[config.mk]
export PLATFORM = sky130hd
export DESIGN_NAME = rtbc_div
export DESIGN_NICKNAME = d
export VERILOG_FILES = /design/src/design/ranging_timing_budget_calc_assert.svh /design/src/design/rtbc_pkg.sv /design/src/design/rtbc_div.sv
export SDC_FILE = /design/constraint.sdc
export NUM_CORES = 2
export LEC_CHECK = 0
export BUFFER_PORTS_ARGS = -buffer_cell sky130_fd_sc_hd__buf_2
export CORE_MARGIN = 10
export CORE_UTILIZATION = 64
export DETAILED_ROUTE_END_ITERATION = 8
export PLACE_DENSITY = 0.82
export SYNTH_ARGS = -nofsm -noshare
export SYNTH_HDL_FRONTEND = slang
export SYNTH_SLANG_ARGS = --single-unit
[constraint.sdc]
create_clock -name clk -period 22.2 [get_ports clk]
set_input_delay 1.11 -clock clk [delete_from_list [all_inputs] [get_ports clk]]
set_output_delay 1.11 -clock clk [all_outputs]
set_load 0.02 [all_outputs]
[src/design/ranging_timing_budget_calc_assert.svh]
// Assertion macros for the ranging timing budget calculator.
// Used by the top level; expects signals clk and rst in scope.
`ifndef RANGING_TIMING_BUDGET_CALC_ASSERT_SVH
`define RANGING_TIMING_BUDGET_CALC_ASSERT_SVH

// Same-cycle implication.
`define RTBC_ASSERT_NOW(label, ante, cons, msg) \
  label: assert property (@(posedge clk) disable iff (rst) (ante) |-> (cons)) \
    else $error(msg);

// Next-cycle implication.
`define RTBC_ASSERT_NEXT(label, ante, cons, msg) \
  label: assert property (@(posedge clk) disable iff (rst) (ante) |=> (cons)) \
    else $error(msg);

`endif

[src/design/rtbc_pkg.sv]
// Package for the ranging timing budget calculator: constants, item structs
// and small arithmetic helpers. No dependencies.
`default_nettype none
package rtbc_pkg;

  localparam int unsigned OVH_START = 1910;
  localparam int unsigned OVH_END   = 960;
  localparam int unsigned OVH_MSRC  = 660;
  localparam int unsigned OVH_TCC   = 590;
  localparam int unsigned OVH_DSS   = 690;
  localparam int unsigned OVH_PRE   = 660;
  localparam int unsigned OVH_FINAL = 550;
  localparam int unsigned MACRO_VCLKS = 2304;
  localparam int unsigned PLL_TICK_PS = 1655;

  localparam int MP_W   = 20;  // macro period in ns, max 976159
  localparam int MCLK_W = 16;
  localparam int US_W   = 23;  // any 32-bit value over 1000
  localparam int DIV_W  = 32;
  localparam int DIV_BITS_PER_STAGE = 4;

  // (MACRO_VCLKS * PLL_TICK_PS) / 1000 integer part, and the rounding
  // term reciprocal for /50 on values below 1600.
  localparam int unsigned MP_INT  = (MACRO_VCLKS * PLL_TICK_PS) / 1000;
  localparam int unsigned RCP_50  = 1311;
  // ceil(2^36 / 125): exact x/125 for x < 2^29
  localparam logic [29:0] RCP_125 = 30'd549755814;
  localparam logic [31:0] MASK_HI = 32'hFFFFFF00;

  typedef struct packed {
    logic [7:0]  step_cfg;
    logic [7:0]  msrc_timeout_code;
    logic [15:0] pre_timeout_word;
    logic [15:0] final_timeout_word;
    logic [6:0]  pre_period_code;
    logic [6:0]  final_period_code;
    logic [31:0] requested_budget_us;
  } in_item_t;

  typedef struct packed {
    logic [31:0]       current;
    logic [31:0]       used;
    logic              fits;
    logic              fin;
    logic              pre;
    logic [MCLK_W-1:0] pre_mclks;
  } carry_t;

  typedef struct packed {
    carry_t          c;
    logic [MP_W-1:0] divisor;
    logic [DIV_W-1:0] dividend;
  } front_out_t;

  // Macro period in ns, rounded: (2304*pclks*1655 + 500) / 1000.
  function automatic logic [MP_W-1:0] macro_ns(input logic [6:0] code);
    logic [7:0]  k;
    logic [10:0] x;
    logic [21:0] rnd;
    logic [MP_W-1:0] base;
    k    = {1'b0, code} + 8'd1;
    x    = 11'(12 * k) + 11'd25;
    rnd  = 22'(x * RCP_50) >> 16;
    base = MP_W'(MP_INT * 2 * k);
    return base + MP_W'(rnd);
  endfunction

  function automatic logic [MCLK_W-1:0] word_to_mclks(input logic [15:0] w);
    logic [15:0] v;
    v = (w[15:8] < 8'd16) ? (16'(w[7:0]) << w[11:8]) : 16'd0;
    return v + 16'd1;
  endfunction

  // floor(x/1000) as ((x>>3) * ceil(2^36/125)) >> 36
  function automatic logic [US_W-1:0] div1000(input logic [31:0] x);
    logic [58:0] p;
    p = 59'(x[31:3]) * 59'(RCP_125);
    return p[58:36];
  endfunction

endpackage
`default_nettype wire

[src/design/rtbc_div.sv]
// Pipelined restoring divider, STEPS quotient bits per stage.
// Carries the front-end item alongside. Depends on rtbc_pkg.
`default_nettype none
module rtbc_div #(
  parameter int STEPS = rtbc_pkg::DIV_BITS_PER_STAGE
) (
  input  wire logic                 clk,
  input  wire logic                 rst,
  input  wire logic                 adv,
  input  wire logic                 in_valid,
  input  wire rtbc_pkg::front_out_t in_item,
  output logic                      out_valid,
  output logic [rtbc_pkg::DIV_W-1:0] quotient,
  output rtbc_pkg::carry_t          out_carry
);

  localparam int DW = rtbc_pkg::DIV_W;
  localparam int MW = rtbc_pkg::MP_W;
  localparam int NS = DW / STEPS;

  logic                 v   [NS+1];
  logic [MW:0]          rem [NS+1];
  logic [DW-1:0]        dq  [NS+1];
  logic [MW-1:0]        dvs [NS+1];
  rtbc_pkg::carry_t     cr  [NS+1];

  assign v[0]   = in_valid;
  assign rem[0] = '0;
  assign dq[0]  = in_item.dividend;
  assign dvs[0] = in_item.divisor;
  assign cr[0]  = in_item.c;

  for (genvar s = 0; s < NS; s++) begin : g_stage
    logic [MW:0]   r;
    logic [DW-1:0] d;

    always_comb begin
      r = rem[s];
      d = dq[s];
      for (int j = 0; j < STEPS; j++) begin
        r = {r[MW-1:0], d[DW-1]};
        d = d << 1;
        if (r >= {1'b0, dvs[s]}) begin
          r    = r - {1'b0, dvs[s]};
          d[0] = 1'b1;
        end
      end
    end

    always_ff @(posedge clk) begin
      if (rst) begin
        v[s+1] <= 1'b0;
      end else if (adv) begin
        v[s+1] <= v[s];
      end
      if (adv) begin
        rem[s+1] <= r;
        dq[s+1]  <= d;
        dvs[s+1] <= dvs[s];
        cr[s+1]  <= cr[s];
      end
    end
  end

  assign out_valid = v[NS];
  assign quotient  = dq[NS];
  assign out_carry = cr[NS];

endmodule
`default_nettype wire

---- Word-level counts from Yosys, hierarchy flattened ----
Index checks and enable logic that the tools add are counted.
Widths: inputs -> output; s select.
operators by class
  shift operators ......................... 0
  reductions and logical operators ........ 0
  magnitude comparators ................... 32
  $mul .................................... 0
  equality and inequality tests ........... 0
  multiplexer cells ....................... 63
  add/subtract/negate cells ............... 31
  div/mod/pow operators ................... 0
  bitwise operators ....................... 0
operators with widths
  operator        count
  $ge 21x20->1    31
  $mux 20         31
  $sub 20x20->20  30
  $mux 1          32
  $ge 1x20->1     1
  $sub 1x20->20   1
word-level totals
  bits in read-only memories .............. 0
  memories kept ........................... 0
  bits in writable memories ............... 0
  input port bits ......................... 139
  register bits ........................... 1,208
  output and inout bits ................... 116
  bits in latches ......................... 0

---- Depth between registers and ports, before layout ----
  word-level depth ........................ 8
  mapped depth ............................ 50
  gate-level depth less buffers ........... 45

---- Worst setup path before layout ----
Ideal clock, no wire load.
  path type ............................... reg2reg
  from .................................... reg dvs[41] (netlist bit)
  to ...................................... reg rem[28] (netlist bit) (data pin)
  path buffers ............................ 6
  setup time .............................. 0.271 ns
  setup slack ............................. 11.484 ns
  clock period less this slack ............ 10.716 ns
  cell stages (with the launch flop) ...... 48
  data arrival time ....................... 10.445 ns
  required time ........................... 21.929 ns
  path through ............................ edfxtp_1 inv_1 ha_1 nor2b_1 o31a_1 o21ai_1 a21o_1 a21o_1 clkbuf_1 buf_1 nor2_1 a21oi_1 inv_1 ha_1 nor2b_1 o31a_1 o211ai_1 a21oi_1 [12 not listed] a21oi_1 a2111oi_0 mux2_2 clkinv_1 clkbuf_1 a21oi_1 ha_1 nor2b_1 o21a_1 o21ai_0 a21oi_1 a31oi_1 a21oi_1 o221ai_1 o211ai_1 mux2i_2 buf_2 o221ai_1
between the ends
  cells in the longest elaborated chain, start to end .. 8
  elaborated cells on any way between the ends .. 12
  classes of those cells .................. add/sub (4); order compare (4); mux (4)
RTL lines
  element                                                line                            text
  start, declared                                        rtbc_div.sv:24                  logic [MW-1:0] dvs [NS+1];
  start signal, assigned by index                        rtbc_div.sv:59                  dvs[s+1] <= dvs[s];
  $sub 20x20->20 / $ge 21x20->1 (equally long branches)  rtbc_div.sv:44, rtbc_div.sv:43
  $mux 20                                                rtbc_div.sv:43                  if (r >= {1'b0, dvs[s]}) begin
  $sub 20x20->20 / $ge 21x20->1 (equally long branches)  rtbc_div.sv:44, rtbc_div.sv:43
  $mux 20                                                rtbc_div.sv:43
  $sub 20x20->20 / $ge 21x20->1 (equally long branches)  rtbc_div.sv:44, rtbc_div.sv:43
  $mux 20                                                rtbc_div.sv:43
  $sub 20x20->20 / $ge 21x20->1 (equally long branches)  rtbc_div.sv:44, rtbc_div.sv:43
  $mux 20 (*)                                            rtbc_div.sv:43
  named net g_stage[6].r[7]                              rtbc_div.sv:34                  logic [MW:0] r;
  end signal, assigned by index                          rtbc_div.sv:57                  rem[s+1] <= r;
  end, declared                                          rtbc_div.sv:22                  logic [MW:0] rem [NS+1];
The timed path passes the listed nets; every way through them passes the cells marked *.
A chain may end at the register's enable or synchronous reset.

---- Worst setup path in the final report ----
  from .................................... reg dvs[41] (netlist bit)
  to ...................................... reg rem[22] (netlist bit) (data pin)
between the ends
  cells in the longest elaborated chain, start to end .. 8
  elaborated cells on any way between the ends .. 12
  classes of those cells .................. add/sub (4); order compare (4); mux (4)
RTL lines
  element                                                line
  $sub 20x20->20 / $ge 21x20->1 (equally long branches)  rtbc_div.sv:44, rtbc_div.sv:43
  $mux 20                                                rtbc_div.sv:43
  $sub 20x20->20 / $ge 21x20->1 (equally long branches)  rtbc_div.sv:44, rtbc_div.sv:43
  $mux 20                                                rtbc_div.sv:43
  $ge 21x20->1 / $sub 20x20->20 (equally long branches)  rtbc_div.sv:43, rtbc_div.sv:44
  $mux 20                                                rtbc_div.sv:43
  $sub 20x20->20 / $ge 21x20->1 (equally long branches)  rtbc_div.sv:44, rtbc_div.sv:43
  $mux 20 (*)                                            rtbc_div.sv:43
  named net g_stage[6].r[1]                              rtbc_div.sv:34
Marked as above.

==> summary.md <==
| Metric | Value |
|---|---|
| Status | `completed` |
| Final nets | `about 7400` |
| I/O Pins | `roughly 260` |
| Yosys Warn Count | `0` |
| Met1 Use GR | `0.3585` |
| Ys flop type | `edfxtp_1` |
| Sequential fraction of the synthesis area | `0.4900` |
| Setup violations, final | `0` |
| Post-DRT Antenna Nets | `0` |
| FF+latch count, synth | `1208` |
| Detailed-placement wirelength estimate | `131.5 mm` |
| Final worst-path cycle share | `0.6373` |
| First-pass GRT wire length | `about 270 mm` |
| Critical path origin | `dvs[41]` |
| Die X | `approximately 360 µm` |
| Largest net degree at the start of global routing | `around 160` |
| Most Used Layer, Global Route | `met2` |
| Highest Clock Rate | `70.69 MHz` |
| Cell variety after synth | `about 100` |
| Via count | `just over 50000` |
| Mapped Avg Cell Area | `11.50 µm²` |
| Pre-antenna DRT Iters | `5` |
| Die height | `around 360 µm` |
| Slowest cell on the critical path | `mux2i_2` |
| Wire per inst | `between 20 and 25 µm` |
| MaxCap Viol Count | `0` |
| Starting Density | `0.6451` |
| Clock latency on the worst-skew pair | `0.75 ns` |
| Clock sink count | `1208` |
| GRT overflow | `0` |
| Total track usage | `0.2630` |
| Reg2reg start | `dvs[41]` |
| Worst Path Arrival | `~15 ns` |
| Vias in the first global route | `49840` |
| Worst-path clk slew | `around 0.070 ns` |
| Placer Congestion | `just under 1` |
| Initial antenna violation count | `7` |
| CTS max path bufs | `3` |
| Met2 Use GR | `0.4315` |
| Worst Max-Slew Pin Slew | `~1.4 ns` |
| EDFF count, synth | `1200` |
| Root buf cell | `clkbuf_16` |
| Row Count | `roughly 120` |
| Cells after Synth | `6423` |
| Final hold violation count | `0` |
| Total CTS buffers | `116` |
| Layout cells sized above 1 | `0.1371` |
| Type of the most critical hold path | `flop to flop` |
| CTS Hold Bufs | `0` |
| CP max FO | `55` |
| Async S/R FF share, synth | `0` |
| Most frequent CP cell | `a21oi_1` |
| Number of remaining DRC errors | `0` |
| Commonest non-fill, non-tap cells in the layout | `edfxtp_1 (1200), ha_1 (622), a21oi_1 (458)` |
| First DRT Iteration DRCs | `~4900` |
| Syn_nets | `just over 7000` |
| Core area | `around 0.11 mm²` |
| Min cycle time layout | `between 10 and 15 ns` |
| Commonest non-fill, non-tap cell in the layout | `edfxtp_1` |
| Max-slew headroom | `0.06470` |
| RSZ-0062 raised after global routing | `false` |
| CTS tree | `built` |
| Critical Path RT | `~23 ns` |
| Met3 usage | `0.03343` |
| Mapped cell area | `roughly 0.074 mm²` |
| CTS-repair resized insts | `0` |
| Slowest stage delay, CP | `roughly 0.8 ns` |
| Port buffer count | `about 250` |
| Final setup TNS | `0 ns` |
| Routed WL | `roughly 180 mm` |
| H-tree Lvls | `3` |
| Postcts setup bufs | `0` |
| Setup CP Type | `flop to flop` |
| Max Slew Vio Count | `0` |
| Clk_skew | `about 0.084 ns` |
| Worst Setup End Kind | `flop` |
| Startpoint types | `flop` |
| Area Growth Syn to Fin | `8.193%` |
| Fillers | `8173` |
| Min-delay src | `cr[415]` |
| Die area | `about 0.13 mm²` |
| Vias per cell | `between 6 and 7` |
==> synthesized netlist by cell type, drive strengths merged (126+ instances only) <==
| library cell | instances | area share |
|---|---|---|
| ha | 622 | 0.11 |
| buf | 156 | 0.015 |
| nor2 | 368 | 0.019 |
| xor2 | 126 | 0.015 |
| o21ai | 334 | 0.023 |
| inv | 390 | 0.020 |
| a21o | 171 | 0.017 |
| a21oi | 461 | 0.031 |
| edfxtp | 1200 | 0.49 |
| nand3 | 128 | 0.0087 |
| nand2 | 332 | 0.017 |
| xnor2 | 324 | 0.038 |
| mux2 | 357 | 0.055 |
==> layout make-up <==
| class | count | area, µm² | area share |
|---|---|---|---|
| multi-input combinational | 4602 | 34880 | 0.4364 |
| timing repair buffer | 288 | 1554 | 0.01944 |
| clock buffer | 134 | 2970 | 0.03717 |
| sequential | 1208 | 36190 | 0.4529 |
| clock inverter | 77 | 933.4 | 0.01168 |
| tap | 1512 | 1892 | 0.02367 |
| antenna | 4 | 10.01 | 0.0001252 |
| inverter | 394 | 1484 | 0.01857 |
==> worst paths after layout <==
path | to | slack (ns) | depth (start not counted)
setup / recovery | rem[22] | 8.05 | 42
setup reg to reg | rem[22] | 8.05 | 42
hold reg to reg | cr[332] | 0.34 | 0
hold / removal | cr[332] | 0.34 | 0
==> per-layer routing <==
metal,part of all wire,wire (µm)
met4,0.038,6667
met3,0.065,11520
met5,0.000068,12
met1,0.43,76400
met2,0.47,82240
==> registers in the layout (all words and copies together) (netlist names) <==
signal	flops
quotient	32
cr	581
out_valid	1
rem	140
dq	224
dvs	140
out_carry	83
v	7
==> per-stage QoR <==
step / instance area (µm²) / hold WS, ns / utilization / cells / worst slack [ns]
6_report: 79920 / 0.3386 / 0.6980 / 8219 / 8.053
5_1_grt: 79910 / 0.3534 / 0.6979 / 8215 / 6.947
4_1_cts: 79910 / 0.3363 / 0.6979 / 8215 / 8.169
3_5_place_dp: 76000 / 0.4045 / 0.6638 / 8004 / 8.242
3_3_place_gp: 76000 / 0.4002 / 0.6638 / 8004 / 8.670
2_1_floorplan: 73870 / 0.4003 / - / 6423 / 11.48
==> kinds of logic (layout without fill, tap and decap cells) <==
| family | Yosys count | in the layout | synth area share |
|---|---|---|---|
| buf+inv | 613 | 893 | 0.03803 |
| compound gates | 1628 | 1628 | 0.1435 |
| other cells | 0 | 4 | 0 |
| flops | 1208 | 1208 | 0.4900 |
| fa+ha+maj | 652 | 652 | 0.1135 |
| xor+xnor | 450 | 450 | 0.05336 |
| mux | 426 | 426 | 0.06484 |
| simple gates | 1446 | 1446 | 0.09681 |
==> critical path, delay by kind of cell, from the launching register on <==
| kind | cells | cell delay, ns |
|---|---|---|
| compound gates | 23 | 7.18 |
| buf+inv | 7 | 2.37 |
| mux | 3 | 1.43 |
| simple gates | 5 | 1.25 |
| fa+ha+maj | 4 | 1.20 |
| flops | 1 | 0.47 |
Power is left out: the tool's default activity adds up to more than one toggle a clock period on the data nets, which glitch-free logic cannot reach.
