`config.mk`:
```
export PLATFORM = sky130hd
export DESIGN_NAME = rtbc_enc
export DESIGN_NICKNAME = d
export VERILOG_FILES = /design/src/design/ranging_timing_budget_calc_assert.svh /design/src/design/rtbc_pkg.sv /design/src/design/rtbc_enc.sv
export SDC_FILE = /design/constraint.sdc
export NUM_CORES = 1
export LEC_CHECK = 0
export ABC_CLOCK_PERIOD_IN_PS = 6800
export BUFFER_PORTS_ARGS = -buffer_cell sky130_fd_sc_hd__buf_2
export CORE_MARGIN = 4
export CORE_UTILIZATION = 32
export CTS_CLUSTER_SIZE = 30
export DETAILED_ROUTE_END_ITERATION = 7
export GPL_TIMING_DRIVEN = 0
export HOLD_SLACK_MARGIN = 0.15
export PLACE_DENSITY_LB_ADDON = 0.1
export SYNTH_ARGS = -nofsm -noshare
export SYNTH_HDL_FRONTEND = slang
export SYNTH_SLANG_ARGS = --single-unit
```
`constraint.sdc`:
```
create_clock -name clk -period 6.8 [get_ports clk]
set_input_delay 1.36 -clock clk [delete_from_list [all_inputs] [get_ports clk]]
set_output_delay 1.36 -clock clk [all_outputs]
set_load 0.05 [all_outputs]
```
`src/design/ranging_timing_budget_calc_assert.svh`:
```
// Assertion macros for the ranging timing budget calculator.
// Used by the top level; expects signals clk and rst in scope.
`ifndef RANGING_TIMING_BUDGET_CALC_ASSERT_SVH
`define RANGING_TIMING_BUDGET_CALC_ASSERT_SVH

// Same-cycle implication.
`define RTBC_ASSERT_NOW(label, ante, cons, msg) \
  label: assert property (@(posedge clk) disable iff (rst) (ante) |-> (cons)) \
    else $error(msg);

// Next-cycle implication.
`define RTBC_ASSERT_NEXT(label, ante, cons, msg) \
  label: assert property (@(posedge clk) disable iff (rst) (ante) |=> (cons)) \
    else $error(msg);

`endif

```
`src/design/rtbc_pkg.sv`:
```
// Package for the ranging timing budget calculator: constants, item structs
// and small arithmetic helpers. No dependencies.
`default_nettype none
package rtbc_pkg;

  localparam int unsigned OVH_START = 1910;
  localparam int unsigned OVH_END   = 960;
  localparam int unsigned OVH_MSRC  = 660;
  localparam int unsigned OVH_TCC   = 590;
  localparam int unsigned OVH_DSS   = 690;
  localparam int unsigned OVH_PRE   = 660;
  localparam int unsigned OVH_FINAL = 550;
  localparam int unsigned MACRO_VCLKS = 2304;
  localparam int unsigned PLL_TICK_PS = 1655;

  localparam int MP_W   = 20;  // macro period in ns, max 976159
  localparam int MCLK_W = 16;
  localparam int US_W   = 23;  // any 32-bit value over 1000
  localparam int DIV_W  = 32;
  localparam int DIV_BITS_PER_STAGE = 4;

  // (MACRO_VCLKS * PLL_TICK_PS) / 1000 integer part, and the rounding
  // term reciprocal for /50 on values below 1600.
  localparam int unsigned MP_INT  = (MACRO_VCLKS * PLL_TICK_PS) / 1000;
  localparam int unsigned RCP_50  = 1311;
  // ceil(2^36 / 125): exact x/125 for x < 2^29
  localparam logic [29:0] RCP_125 = 30'd549755814;
  localparam logic [31:0] MASK_HI = 32'hFFFFFF00;

  typedef struct packed {
    logic [7:0]  step_cfg;
    logic [7:0]  msrc_timeout_code;
    logic [15:0] pre_timeout_word;
    logic [15:0] final_timeout_word;
    logic [6:0]  pre_period_code;
    logic [6:0]  final_period_code;
    logic [31:0] requested_budget_us;
  } in_item_t;

  typedef struct packed {
    logic [31:0]       current;
    logic [31:0]       used;
    logic              fits;
    logic              fin;
    logic              pre;
    logic [MCLK_W-1:0] pre_mclks;
  } carry_t;

  typedef struct packed {
    carry_t          c;
    logic [MP_W-1:0] divisor;
    logic [DIV_W-1:0] dividend;
  } front_out_t;

  // Macro period in ns, rounded: (2304*pclks*1655 + 500) / 1000.
  function automatic logic [MP_W-1:0] macro_ns(input logic [6:0] code);
    logic [7:0]  k;
    logic [10:0] x;
    logic [21:0] rnd;
    logic [MP_W-1:0] base;
    k    = {1'b0, code} + 8'd1;
    x    = 11'(12 * k) + 11'd25;
    rnd  = 22'(x * RCP_50) >> 16;
    base = MP_W'(MP_INT * 2 * k);
    return base + MP_W'(rnd);
  endfunction

  function automatic logic [MCLK_W-1:0] word_to_mclks(input logic [15:0] w);
    logic [15:0] v;
    v = (w[15:8] < 8'd16) ? (16'(w[7:0]) << w[11:8]) : 16'd0;
    return v + 16'd1;
  endfunction

  // floor(x/1000) as ((x>>3) * ceil(2^36/125)) >> 36
  function automatic logic [US_W-1:0] div1000(input logic [31:0] x);
    logic [58:0] p;
    p = 59'(x[31:3]) * 59'(RCP_125);
    return p[58:36];
  endfunction

endpackage
`default_nettype wire

```
`src/design/rtbc_enc.sv`:
```
// Timeout encoder: adds pre-range mclks, finds the shift, forms the word.
// Two stages; the second is the output register. Depends on rtbc_pkg.
`default_nettype none
module rtbc_enc (
  input  wire logic                  clk,
  input  wire logic                  rst,
  input  wire logic                  adv,
  input  wire logic                  in_valid,
  input  wire logic [rtbc_pkg::DIV_W-1:0] quotient,
  input  wire rtbc_pkg::carry_t      in_carry,
  output logic                       out_valid,
  output logic [31:0]                current,
  output logic [31:0]                used,
  output logic                       fits,
  output logic [15:0]                word,
  output logic                       word_valid
);

  logic [31:0]      m, lsb;
  logic [4:0]       sh;
  logic             e_v, e_zero, e_ok;
  logic [31:0]      e_lsb, e_cur, e_used;
  logic [4:0]       e_sh;
  logic             e_fits;
  logic [31:0]      shifted;

  always_comb begin
    m   = quotient + (in_carry.pre ? 32'(in_carry.pre_mclks) : 32'd0);
    lsb = m - 32'd1;
    sh  = 5'd0;
    for (int i = 8; i < 32; i++) begin
      if (lsb[i]) sh = 5'(i - 7);
    end
  end

  always_ff @(posedge clk) begin
    if (rst) begin
      e_v <= 1'b0;
    end else if (adv) begin
      e_v <= in_valid;
    end
    if (adv) begin
      e_zero <= (m == 32'd0);
      e_ok   <= in_carry.fin && in_carry.fits;
      e_lsb  <= lsb;
      e_sh   <= sh;
      e_cur  <= in_carry.current;
      e_used <= in_carry.used;
      e_fits <= in_carry.fits;
    end
  end

  assign shifted = e_lsb >> e_sh;

  always_ff @(posedge clk) begin
    if (rst) begin
      out_valid <= 1'b0;
    end else if (adv) begin
      out_valid <= e_v;
    end
    if (adv) begin
      current    <= e_cur;
      used       <= e_used;
      fits       <= e_fits;
      word_valid <= e_ok;
      word       <= (e_ok && !e_zero) ? {3'b000, e_sh, shifted[7:0]} : 16'd0;
    end
  end

endmodule
`default_nettype wire

```
# [Word level (Yosys, flattened, before mapping)]
# Cells that the tools add are included.
[classes] reduce_logical=5 n_mux=24 shifts=1 addsub=2
[ops] cell="5-bit 2-to-1 mux" count=14
[ops] cell="32-bit by 16-bit adder with 32-bit output" count=1
[ops] cell="32-bit logical NOT" count=1
[ops] cell="4-bit 2-to-1 mux" count=8
[ops] cell="32-bit by 5-bit right shift with 8-bit output" count=1
[ops] cell="32-bit by 1-bit subtractor with 32-bit output, second input constant" count=1
[ops] cell="16-bit 2-to-1 mux" count=1
[ops] cell="9-bit OR reduction" count=1
[ops] cell="1-bit logical AND" count=2
[ops] cell="1-bit logical NOT" count=1
[ops] cell="1-bit 2-to-1 mux" count=1
[word_totals] reg_bits=188 output_inout_bits=83 inputBits=119 elab_cells=48

# [Logic depth before layout (Yosys ltp)]
# Gate-level depths: netlist of the first run.
[depth] word_depth=26 ltp_mapped=19 mapped_depth_nobuf=17

# [Worst setup path before layout of the first run]
# No wires, ideal clock.
[synth_timing] path_kind="input-to-reg" from="input port in_carry[0] (netlist bit)" to="register e_sh[2], data pin" n_path_buf=0 setup_ns=0.279 cell_stages=16 path_slack_ns=1.364 required_ns=6.521 t_arrival_ns=5.157 cell_sequence="and2_1 -> ha_1 -> inv_1 -> fa_1 -> nand2b_1 -> a211o_1 -> a211o_1 -> a31o_2 -> xnor2_1 -> or4_1 -> nor3_2 -> mux2i_1 -> xor2_1 -> or4_1 -> o21ai_1 -> a31oi_1"
[synth_between] word_cells_on_any_way=24 classes_between="2 x add/sub; 22 x mux"
[synth_lines] item="start: declaration" line="rtbc_enc.sv:10" source="input wire rtbc_pkg::carry_t in_carry,"
[synth_lines] item="16-bit 2-to-1 mux" line="rtbc_enc.sv:28" source="m = quotient + (in_carry.pre ? 32'(in_carry.pre_mclks) : 32'd0);"
[synth_lines] item="32-bit by 16-bit adder with 32-bit output" line="rtbc_enc.sv:28"
[synth_lines] item="32-bit by 1-bit subtractor with 32-bit output" line="rtbc_enc.sv:29" source="lsb = m - 32'd1;"
[synth_lines] item="via lsb[21]" line="rtbc_enc.sv:19" source="logic [31:0] m, lsb;"
[synth_lines] item="5-bit 2-to-1 mux (2 in series)" line="rtbc_enc.sv:32" source="if (lsb[i]) sh = 5'(i - 7);"
[synth_lines] item="4-bit 2-to-1 mux (8 in series)" line="rtbc_enc.sv:32"
[synth_lines] item="end signal: assignment" line="rtbc_enc.sv:46" source="e_sh <= sh;"
[synth_lines] item="end: declaration" line="rtbc_enc.sv:23" source="logic [4:0] e_sh;"
# The timed path passes the listed nets, and every way through them passes these cells.
# A chain may end at the register's enable or synchronous reset.

# [Worst setup path after layout of the first run]
[layout_timing] from="input port in_carry[16] (netlist bit)" to="register e_sh[0], data pin"
[layout_between] word_cells_on_any_way=26 classes_between="2 x add/sub; 24 x mux"
[layout_lines] item="16-bit 2-to-1 mux" line="rtbc_enc.sv:28"
[layout_lines] item="32-bit by 16-bit adder with 32-bit output" line="rtbc_enc.sv:28"
[layout_lines] item="32-bit by 1-bit subtractor with 32-bit output" line="rtbc_enc.sv:29"
[layout_lines] item="via lsb[23]" line="rtbc_enc.sv:19"
[layout_lines] item="4-bit 2-to-1 mux (8 in series)" line="rtbc_enc.sv:32"
# The timed path passes the listed nets, and every way through them passes these cells.

==> impl_summary.md, run 1 <==
Clock network
The clock network latency to the later pin of the worst-skew pair is roughly 0.42 ns. Once the clock tree was built, the resizer swapped 0 gates to a different size. The TritonCTS clock tree is done. The count of clock tree sinks is approximately 190.

Post-CTS timing repair inserted 0 buffers for setup. The clock transition at the registers of the reported paths is 0.07 ns. The maximum count of clock buffers along a single path is 2. The clock tree synthesis step divided the H-tree into 4 levels. The number of CTS-inserted buffers is 17. Buffers inserted to repair hold after CTS numbered 0. The cell chosen for the clock root is sky130_fd_sc_hd__clkbuf_16.

Pwr
The portion of total power attributed to the clock network is 32.7%. The reported leakage power is 0.004450 uW. Combinational logic is responsible for 20.4% of the overall power. Of the total power, the share spent switching nets is between 20% and 30%.

The total power density per cell area is around 250 nW/um^2. The power share of the sequential group is 46.9%. The worst-case IR drop observed on VDD is ~0.00016 V.

The design internal power is 2160 uW. In this run the power spent charging and discharging nets is between 800 and 900 uW.

Detailed routing
The mean routed wirelength per cell is roughly 16 um. For this block, the initial DRC count from the detailed router was about 330. The remaining number of nets flagged by the antenna check after routing is 0. The total wire length after detailed routing is 21200 um. The ratio of routed vias to standard cells is 4.749.

The first detailed-routing pass took 4 iterations. The vias after detailed routing is 6426. After detailed routing, the number of remaining DRC violations is 0.

Final layout
Once layout is complete, the utilization of the core stands at 39.63%. The repair_antennas step left the layout with diodes totalling 0. The ratio of cells with drive above 1 in the final layout is 30.11%. The layout overhead on the synthesized area is 21.60%. The cell area after layout is 11780 um^2. The final layout contains 1090 nets.

Critical path
Together, buffers and inverters on the worst path number 2. For this design, the slowest cell found on the critical path is sky130_fd_sc_hd__or4_1. The signal on the critical path passes through buf_2, clkbuf_1, nand2_1, fa_1, nand2b_1, a211o_1, a211o_1, a31o_2, xnor2_1, or4_1, nor4_1, nand2_1, xor2_1, a221o_1, o31ai_1. Data on the critical path is required at its endpoint by 7.02 ns. The cell family with the largest share of critical-path delay is simple AND/OR/NAND/NOR gates. STA classifies the critical path startpoint as a primary input. The data arrival time of the worst path is 6.06 ns.

In this design, the stage delay of the slowest critical-path cell is around 0.60 ns. By startpoint and endpoint, the worst setup path is classified as in2reg. The maximum fanout along the worst path is 10. The type of element capturing the critical path is a flop.

Synth
The number of instances in the synthesized netlist is 734. The total number of yosys warnings is 0. The synthesized netlist occupies a cell area of 9684 um^2. Of all cell types, the one taking the most synthesized area is sky130_fd_sc_hd__edfxtp_1. The synthesized netlist contains 88 unique library cells. The primary flip-flop cell chosen by synthesis mapping is sky130_fd_sc_hd__edfxtp_1. By area the synthesized netlist is led by sky130_fd_sc_hd__edfxtp_1 (57%), sky130_fd_sc_hd__mux2i_1 (5.9%), sky130_fd_sc_hd__mux4_2 (3.0%).

The leading cell type by number of instances after synthesis is sky130_fd_sc_hd__edfxtp_1. Ranked by instance count, the synthesized netlist is headed by sky130_fd_sc_hd__edfxtp_1 (183), sky130_fd_sc_hd__mux2i_1 (57), sky130_fd_sc_hd__nor2_1 (43). The number of synthesized register bits is 185. Counting flops with an async set or reset pin after synthesis yields a share of 0%. Summed over its instances, the top area cell type makes up 56.74% of the synthesized netlist area. The number of enable flip-flop cells after synthesis is 183. The mean post-synth cell area is around 13 um^2. For this run, the register share of the synthesized area comes to a little under three fifths.

Place
The congestion estimate from routability-driven global placement came to 0.7950. The placed instances occupy a cell area of 11200 um^2. The HPWL after detailed placement is 16500 um.

The count of buffers inserted at the top-level ports is 196.

Global route
The number of antenna violations at the first check in global routing was 0. The maximum number of pins on one net before global-route repair is 99. Global routing used around an eighth of the available tracks across all layers. The residual overflow from global routing is 0. The first global-routing pass estimated 33860 um of wire.

The via count of the first global-routing pass is 6456.

Timing
Headroom to the max-slew limit came out at 50.32%. Setup repair after global routing left no endpoint under its margin. After routing, the total negative slack on setup checks comes to 0 ns. The max-slew violation count was 0.

The final setup violation count is 0. The clock period minus worst slack is 5.835 ns. The final worst-path cycle share is 85.81%. The actual transition at the worst max-transition pin is 0.7348 ns. The count of endpoints failing hold in the final timing report is 0. Between clock sinks in the finished design, the worst skew comes to just under 0.01 ns. Timing would allow up to roughly 170 MHz.

Floorplan
The die is 182.0 um tall. The boundary pin count is a little over 200. The initial core utilization is 32.59%. The cell row count is 63. The floorplan step defined a die boundary enclosing 33110 um^2. The total core area is 29720 um^2. From left edge to right edge, the die measures 182.0 um.

Flow run
The tool flagged a number of max-cap violations equal to 0.

Run status
The flow ran to the end, and the final reports show no timing, DRC or antenna violations.

Hold path
The worst hold path belongs to the class reg2reg.
## final timing paths
path              depth (start not counted)           to          from  slack [ns]
setup / recovery                         15      e_sh[0]  in_carry[16]        0.96
hold / removal                            0  current[26]     e_cur[26]        0.42
setup reg to reg                          7      word[1]       e_sh[1]        3.85
hold reg to reg                           0  current[26]     e_cur[26]        0.42
## routing by layer
layer	up-vias	track usage, %	part of all wire [%]
met5	-	0	0
met3	7	2.524	4.9
met2	155	20.84	48
met4	0	3.152	0.86
li1	3248	-	-
met1	3016	16.99	46
## cell families (layout without fill, tap and decap cells)
logic type,after synthesis,count (layout),synth area share (%)
AND/OR/NAND/NOR,226,226,13.11
flip-flops,185,185,57.16
AO/OA/AOI/OAI,127,127,10.72
multiplexers,73,73,9.264
buffers and inverters,54,281,2.739
XOR/XNOR,49,49,4.432
adder cells (fa/ha/maj),19,19,2.532
other,1,3,0.03872
## power by group through the flow
| stage | combinational (uW) | sequential [uW] | clock, uW |
|---|---|---|---|
| CTS | 615 | 1400 | 1010 |
| detailed placement | 613 | 1420 | 0 |
| global placement | 611 | 1430 | 0 |
| floorplan | 327 | 1530 | 0 |
| finish | 607 | 1400 | 974 |
| global route | 666 | 1410 | 1050 |
## layout make-up
class / instances / area, um^2
Buffer: 32 / 182.7
Multi-Input combinational cell: 497 / 3891
Fill cell: 2907 / 17940
Sequential cell: 185 / 5535
Timing Repair Buffer: 197 / 1018
Tap cell: 390 / 488.0
Inverter: 22 / 82.58
Clock buffer: 19 / 432.9
Clock inverter: 11 / 145.1
## state kept, by name, summed over array words and instances (netlist names)
name and cells:
current 32, e_cur 32, e_lsb 32, e_used 32, used 32, word 13, e_sh 5, e_fits 1
e_ok 1, e_v 1, e_zero 1, fits 1, out_valid 1, word_valid 1
## through the flow
| stage | worst slack (ns) | hold WS [ns] | std cells | power (uW) |
|---|---|---|---|---|
| final | 0.9648 | 0.4177 | 1353 | 2979 |
| after floorplan | 1.364 | 0.4003 | 736 | 1854 |
| after detailed placement | 0.3480 | 0.4045 | 1323 | 2037 |
| after CTS | 0.7947 | 0.4199 | 1353 | 3022 |
| after global placement | 0.3307 | 0.4003 | 1322 | 2037 |
| after global routing | 0.5266 | 0.4247 | 1353 | 3128 |
## placed cells by master (no fill, tap or decap), drive strengths merged, types with 4 or more instances in the layout
cell and n:
o21a 9, nor2b 6, mux2i 57, nor4b 4, nor4 9, nor2 43
edfxtp 183, xor2 22, inv 25, a31oi 5, clkbuf 39, a21oi 23
buf 208, and3 7, a21o 6, nand2b 11, or3 5, nand2 32
nand3 25, nand4b 5, mux4 13, o31ai 4, nor3 26, a31o 4
a211o 4, a211oi 11, ha 18, or4 6, xnor2 27, clkinv 4
and2 27, o21ai 28, o211ai 8, nand4 8
## worst register-to-register path, cell delays in order, from the launching register on
cell and delay (ns):
sky130_fd_sc_hd__edfxtp_1 0.33, sky130_fd_sc_hd__clkbuf_1 0.39, sky130_fd_sc_hd__clkbuf_1 0.59, sky130_fd_sc_hd__clkbuf_1 0.46, sky130_fd_sc_hd__mux4_2 0.39, sky130_fd_sc_hd__mux2i_1 0.22, sky130_fd_sc_hd__mux4_2 0.27, sky130_fd_sc_hd__nor2_1 0.04
Note: power is estimated with default switching activity, not from simulation.
==> inputs of run 2 (changes only) <==
- ABC_CLOCK_PERIOD_IN_PS: 6800 -> 5100
- clock period: 6.8 -> 5.1 ns (I/O delays scaled with it)
==> run 2 against run 1 <==
Sequential share of layout area shrank 1.4 points. Worst hold slack barely moved. Die area unchanged. Critical path depth rose by 2. Critical path type unchanged. Largest cell class unchanged. Utilization increased by 1.2 points. Sequential power rose by 33%.
==> impl_summary.md, run 2 (synthesized netlist as in run 1, its figures left out) <==
Final layout
The number of nets in the final layout is 1106. Leaving out fill and tap cells, the most frequent cell in the layout is sky130_fd_sc_hd__buf_2. Leaving out fill and tap cells, the most frequent cells in the layout are sky130_fd_sc_hd__buf_2 (195), sky130_fd_sc_hd__edfxtp_1 (183), sky130_fd_sc_hd__mux2i_1 (56).

Summing all non-filler instances in the final layout gives an area of 12130 um^2. The number of filler instances in the final layout is 2889. Compared with the post-synthesis result, the final layout area differs by 25.21%. The ratio of cells with drive above 1 in the final layout is roughly a third. The area taken by multi-input logic gates is 4094 um^2. The number of diodes added for antenna fixing is 0.

The sequential cell area is 5535 um^2.

Timing
The max-slew violation count came to 0. The final setup violation count is 0. The clock period minus worst slack is 4.941 ns.

The count of endpoints failing hold in the final timing report is 0. The worst hold slack is roughly 0.42 ns. The worst path uses 96.89% of the clock period. The final setup skew is 0.01140 ns. At the pin with the least slew margin, the transition time is 0.8116 ns. The relative max-transition margin is 45.48%. Timing would allow up to 202.4 MHz.

Hold path
The worst hold path startpoint is e_cur[26]. The path class of the lowest-slack min-delay path is reg2reg.

Pwr
VDD sags by at most 0.0002102 V. The power share of the sequential group is about 46%. The reported leakage power is 0.004630 uW. For this design the ratio of total power to cell area is ~330 nW/um^2. After layout, the design draws a total of 4011 uW.

In this run the power spent charging and discharging nets is 1108 uW. The design internal power is 2903 uW. The portion of total power attributed to the clock network is between 30% and 40%.

Combinational logic burns 21.1% of the power. In this run switching power makes up 27.62% of total power.

Floorplan
The die width is 182.0 um. From bottom edge to top edge, the die measures 182.0 um. Pin placement for this block handled 202 I/O pins. The total core area is 29720 um^2. The die covers 33110 um^2. Row generation in the floorplan step produced 63 rows. For this configuration, the core starts out at a cell density of 32.59%.

Clock network
Clock tree synthesis inserted a total of 17 buffers. TritonCTS built the clock tree. The H-tree was split into 4 levels. The clock net in this run drives a total of about 190 sinks. The maximum count of clock buffers along a single path is 2. For the worst-skew pair, the clock arrives at the later sink with an insertion delay of 0.43 ns. After clock tree synthesis, the clock-pin slew on the worst setup and hold paths is 0.07 ns. The cell sitting at the root of the clock tree is a sky130_fd_sc_hd__clkbuf_16. For this design, the CTS-stage hold fixing added 0 buffers.

Detailed routing
In the routed layout, each cell is associated on average with a via count of 4.757. The detailed-route DRC error count is 0. The number of optimization iterations in the first detailed-route pass is 5. After the first detailed-routing iteration, the DRC count stood at 334. The count of nets left with antenna violations once routing finished came out at 0. Wires add up to 21470 um. The vias after detailed routing is ~6.5k. Dividing the detail-routed wire length by the instance count gives 15.68 um.

Critical path
The type of element capturing the critical path is a flop. Of all nets on the critical path, the largest fanout is 7. The source of the critical timing path is in_carry[16].

STA classifies the critical path startpoint as a primary input. On the worst path, the slowest cell contributes a delay of 0.56 ns. The highest-delay cell along the critical path is sky130_fd_sc_hd__or4_4.

Walking the worst path, the cells encountered are buf_4, and2_1, ha_4, inv_1, fa_2, nand2b_4, a211o_4, a211o_1, a31o_4, xnor2_2, or4_4, nor3_4, mux2i_2, xor2_2, or4_1, o21ai_1, a31oi_1. The critical path contains buffers and inverters numbering 2 combined. The category of the critical setup timing path is in2reg. Data arrives at the worst endpoint at 5.09 ns. STA puts the critical path data required time at around 5.2 ns. The cell family with the largest share of critical-path delay is simple AND/OR/NAND/NOR gates. The startpoint identified for the worst register-to-register timing path is e_sh[1].

Place
At the end of routability-driven placement, the weighted congestion stood at around 0.80. The count of buffers inserted at the top-level ports is 196. The placement-stage cell area is 11200 um^2.

Once detailed placement completed, the half-perimeter wirelength came to approximately 17000 um.

Global route
Entering global routing, the biggest net connects between 90 and 100 pins. The via count of the first global-routing pass is 6511. The number of antenna violations at the first check in global routing is 0.

The first-pass GRT wire length is 34000 um. In the global route stage, overall resource usage came out at 12.62%. The residual overflow from global routing is 0.

Run status
The run finished with clean final reports.

Flow run
The max-cap check violation count is 0.
-- run 2: cell count changes in the layout (fill, tap and decap cells not counted), sizes merged --
cell | before | now
buf | 208 | 230
clkbuf | 39 | 33
-- run 2: per-layer routing --
| layer | vias to the layer above | part of all wire, % | global-route usage, % |
|---|---|---|---|
| li1 | 3275 | - | - |
| met1 | 3071 | 46 | 17.01 |
| met2 | 157 | 48 | 20.97 |
| met3 | 9 | 4.9 | 2.524 |
| met4 | 0 | 0.89 | 3.152 |
| met5 | - | 0 | 0 |
-- run 2: final cells by class --
cell class	count	area share, %
Clock buffer	19	3.570
Inverter	22	0.6810
Clock inverter	11	1.197
Timing Repair Buffer	218	9.720
Buffer	27	1.393
Tap cell	390	4.024
Multi-Input combinational cell	497	33.76
Sequential cell	185	45.65
-- run 2: path summary, 6_finish.rpt --
| kind | endpoint | slack (ns) | depth (start not counted) |
|---|---|---|---|
| setup / recovery | e_sh[2] | 0.16 | 17 |
| hold / removal | current[26] | 0.42 | 0 |
| setup reg to reg | word[1] | 2.15 | 7 |
| hold reg to reg | current[26] | 0.42 | 0 |
-- run 2: power groups by stage --
stage	registers (uW)	logic (uW)	clock network [uW]
floorplan	2040	435	0
global placement	1900	815	0
detailed placement	1900	818	0
CTS	1860	831	1340
global route	1880	927	1410
finish	1860	848	1300
-- run 2: what timing repair did --
| item | CTS | global route |
|---|---|---|
| pin swaps | 5 | 20 |
| resized for setup | 16 | 26 |
| setup endpoints to repair | 7 | 5 |
| buffers inserted | 5 | 16 |
-- run 2: metrics by stage --
step           util, %  worst slack (ns)  cells  setup TNS (ns)
3_5_place_dp     37.68            -1.012   1323          -6.681
5_1_grt          40.80          -0.04733   1369        -0.05523
3_3_place_gp     37.56            -1.029   1322          -6.626
2_1_floorplan        -          0.003611    736               0
6_report         40.80            0.1586   1369               0
4_1_cts          40.02           0.01844   1358               0
==> inputs of run 3 (changes only) <==
- ABC_AREA: default -> 1
==> run 3 against run 2 <==
Register-to-register slack improved by 0.09 ns. Critical endpoint is now e_sh[4]. First-iteration DRC count grew 26%. Via count increased by 11%. Clock-buffer cell count is 2 lower. Synthesized cell count grew 35%. Clock power barely moved. Highest routed layer unchanged. Synthesized area is essentially flat.
==> impl_summary.md, run 3 <==
Timing
After layout, the worst path uses 90.44% of the clock period. The upper clock frequency limit is 216.8 MHz. The final setup skew is 0.01034 ns.

The final setup violation count is 0. The count of endpoints failing hold in the final timing report is 0. The actual transition at the worst max-transition pin is between 0.7 and 0.8 ns. The clock period minus worst slack is 4.612 ns. The worst pin sits at a relative slew slack of 52.34%.

Setup repair after global routing left no endpoint under its margin. The max-slew violation count is 0.

Final layout
The library cells used most frequently in the layout, excluding fill and tap cells, are sky130_fd_sc_hd__nand2_1 (284), sky130_fd_sc_hd__buf_2 (196), sky130_fd_sc_hd__edfxtp_1 (183). The net count of the finished layout is 1346. The layout overhead on the synthesized area is 22.63%.

The number of filler instances in the final layout is 3041. Measured on the finished design, the core utilization comes to 39.95%. The leading cell type in the layout, fill and taps excluded is sky130_fd_sc_hd__nand2_1. The ratio of cells with drive above 1 in the final layout is 25.96%.

Synth
The mean post-synth cell area is 9.788 um^2. The primary flip-flop cell chosen by synthesis mapping is sky130_fd_sc_hd__edfxtp_1. The number of different library cells used by synthesis comes to 59. Yosys printed 0 warnings. The synthesized design contains 183 enable-type register cells. The share of flip-flops with an asynchronous set or reset is 0%. The cell area that synthesis handed to floorplanning was 9681 um^2.

The commonest cells after synthesis are sky130_fd_sc_hd__nand2_1 (284), sky130_fd_sc_hd__edfxtp_1 (183), sky130_fd_sc_hd__inv_1 (104). The number of instances in the synthesized netlist is 989. Sequential elements use 57.18% of the synthesized area. In the post-synthesis netlist, the biggest area contributors are sky130_fd_sc_hd__edfxtp_1 (57%), sky130_fd_sc_hd__nand2_1 (11%), sky130_fd_sc_hd__nand3_1 (4.2%).

The cell type with the largest total area after synthesis is sky130_fd_sc_hd__edfxtp_1. The top cell type by area accounts for 56.77% of the synthesized area. The number of synthesized register bits is 185.

In the post-synthesis netlist, the cell with the most instances is sky130_fd_sc_hd__nand2_1.

Global route
The met2 track demand over resource is 20.78%. The number of antenna violations at the first check in global routing is 1. The maximum number of pins on one net before global-route repair is 96. Global routing consumed, over all layers together, 13.14% of the routing resources. The met1 routing resource usage after global routing is 18.38%. The via count of the first global-routing pass is 6866. The first-pass GRT wire length is 35540 um. Global routing finished with a remaining overflow of 0.

The global-route track usage on met3 is 2.804%. The busiest metal layer after global routing is met2.

Hold path
The path class of the lowest-slack min-delay path is reg2reg. The startpoint identified for the worst hold timing path is e_used[31].

Floorplan
The die height is 181.9 um. Pin placement for this block handled 202 I/O pins. The die covers 33100 um^2. The die width is 181.9 um. For this configuration, the core starts out at a cell density of 32.58%. The total core area is 29720 um^2. After floorplanning, the core was divided into 63 placement rows.

Detailed routing
For this run, design rule violations remaining after detail routing come to 0. In this run the remaining antenna-violating nets after routing total 0. The total wire length after detailed routing is 22100 um. Before antenna repair, the detailed router went through 5 iterations. The detailed router placed 7249 vias in this run.

The mean routed wirelength per cell is 13.71 um. The ratio of routed vias to standard cells is 4.497. The DRC violation total after the first TritonRoute iteration is 422.

Pwr
The total power density per cell area is 334.1 nW/um^2. Summing internal, switching and leakage power gives 3967 uW. Across the VDD grid, the largest voltage drop is 0.0001676 V. Summed over all cells, the static leakage comes to around 0.0052 uW.

Critical path
The launching point of the worst reg2reg path is e_sh[3]. STA classifies the critical path endpoint as a flop. The maximum fanout along the worst path is 7. For the worst setup path, the data arrival time is 4.79 ns. The category of the critical setup timing path is in2reg. The source of the critical timing path is in_carry[16]. The required time reported for the critical path endpoint is 5.28 ns. STA classifies the critical path startpoint as a primary input.

Run status
The flow ran to the end, and the final reports show no timing, DRC or antenna violations.

Clock network
The H-tree was split into 4 levels. The clock network latency to the later pin of the worst-skew pair is ~0.43 ns. The number of CTS-inserted buffers is 17. After clock tree synthesis, the clock-pin slew on the worst setup and hold paths is about 0.08 ns. The maximum count of clock buffers along a single path is 2. TritonCTS built the clock tree. The count of clock tree sinks is 185.

Clock tree synthesis selected as its root buffer the cell sky130_fd_sc_hd__clkbuf_16. The total of hold buffers inserted after clock tree synthesis is 0.

Flow run
The max-cap check violation count is 0.

Place
The count of buffers inserted at the top-level ports is 197. The HPWL after detailed placement is 17230 um. The weighted congestion at the end of routability-driven global placement is 0.8703.
==> run 3: repair_timing <==
item / in CTS / in global routing
buffers inserted: 0 / 0
endpoints found under the setup margin: 5 / 6
cloned: 0 / 0
pin swaps: 0 / 1
resized for setup: 1 / 9
==> run 3: where the power goes <==
part	leakage [uW]	internal [uW]	total, uW	switching (uW)
registers	0.00182	1820	1850	36.7
clock network	0.000295	673	1330	655
logic	0.00312	222	786	564
==> run 3: cell families after synthesis <==
logic type	share of synthesized area, %
xor gates and xnor gates	4.304
muxes	0.3102
buffers and inverters	5.635
adders and majority gates	2.533
and+or+nand+nor	24.05
other	0.03874
AOI/OAI and AO/OA	5.946
DFF	57.18
==> run 3: worst max-delay path, stage by stage <==
cell and delay [ns]:
sky130_fd_sc_hd__clkbuf_2 0.17, sky130_fd_sc_hd__nand2_1 0.07, sky130_fd_sc_hd__inv_1 0.05, sky130_fd_sc_hd__ha_1 0.22
sky130_fd_sc_hd__inv_1 0.07, sky130_fd_sc_hd__fa_1 0.38, sky130_fd_sc_hd__inv_1 0.11, sky130_fd_sc_hd__nand2_1 0.06
sky130_fd_sc_hd__nand2_1 0.10, sky130_fd_sc_hd__nand3_2 0.10, sky130_fd_sc_hd__nand2_2 0.12, sky130_fd_sc_hd__nand3_2 0.07
sky130_fd_sc_hd__nand2_2 0.11, sky130_fd_sc_hd__a21oi_4 0.10, sky130_fd_sc_hd__nor4_4 0.27, sky130_fd_sc_hd__nand2_1 0.11
sky130_fd_sc_hd__xor2_1 0.43, sky130_fd_sc_hd__nand2_1 0.19, sky130_fd_sc_hd__nor2_1 0.15, sky130_fd_sc_hd__nand4_1 0.12
sky130_fd_sc_hd__xor2_1 0.33, sky130_fd_sc_hd__nand2_2 0.11, sky130_fd_sc_hd__nor2_2 0.10, sky130_fd_sc_hd__and2_4 0.16
sky130_fd_sc_hd__nand2_1 0.06
==> run 3: cell type report <==
cell class	count	area (um^2)	share of cell area, %
clock inverter	15	195.2	1.644
multi-input combinational	664	3654	30.78
inverter	120	451.7	3.805
timing repair buffer	198	1023	8.621
tap	390	488.0	4.110
buffer	22	96.34	0.8116
clock buffer	17	425.4	3.583
sequential	185	5535	46.63
antenna	1	2.502	0.02108
==> run 3: path summary, 6_finish.rpt <==
kind | cells after the start | slack, ns | end
hold reg to reg | 0 | 0.42 | used[31]
hold / removal | 0 | 0.42 | used[31]
setup / recovery | 25 | 0.49 | e_sh[4]
setup reg to reg | 6 | 2.24 | word[3]
==> run 3: stage by stage <==
stage	setup TNS [ns]	instances	area [um^2]	hold slack [ns]	worst slack (ns)
finish	0	1612	11870	0.4181	0.4878
detailed placement	-2.827	1579	11200	0.4052	-0.5161
CTS	0	1611	11830	0.4146	0.02339
global placement	-2.465	1578	11160	0.4002	-0.4785
global route	0	1612	11870	0.4211	0.009610
floorplan	0	991	9688	0.4003	0.6812
==> run 3: layer usage <==
layer  routed length (um)  share of wire, %
met5                    0                 0
met4                  344               1.6
met3                 1210               5.5
met2                 9907                45
met1                10640                48
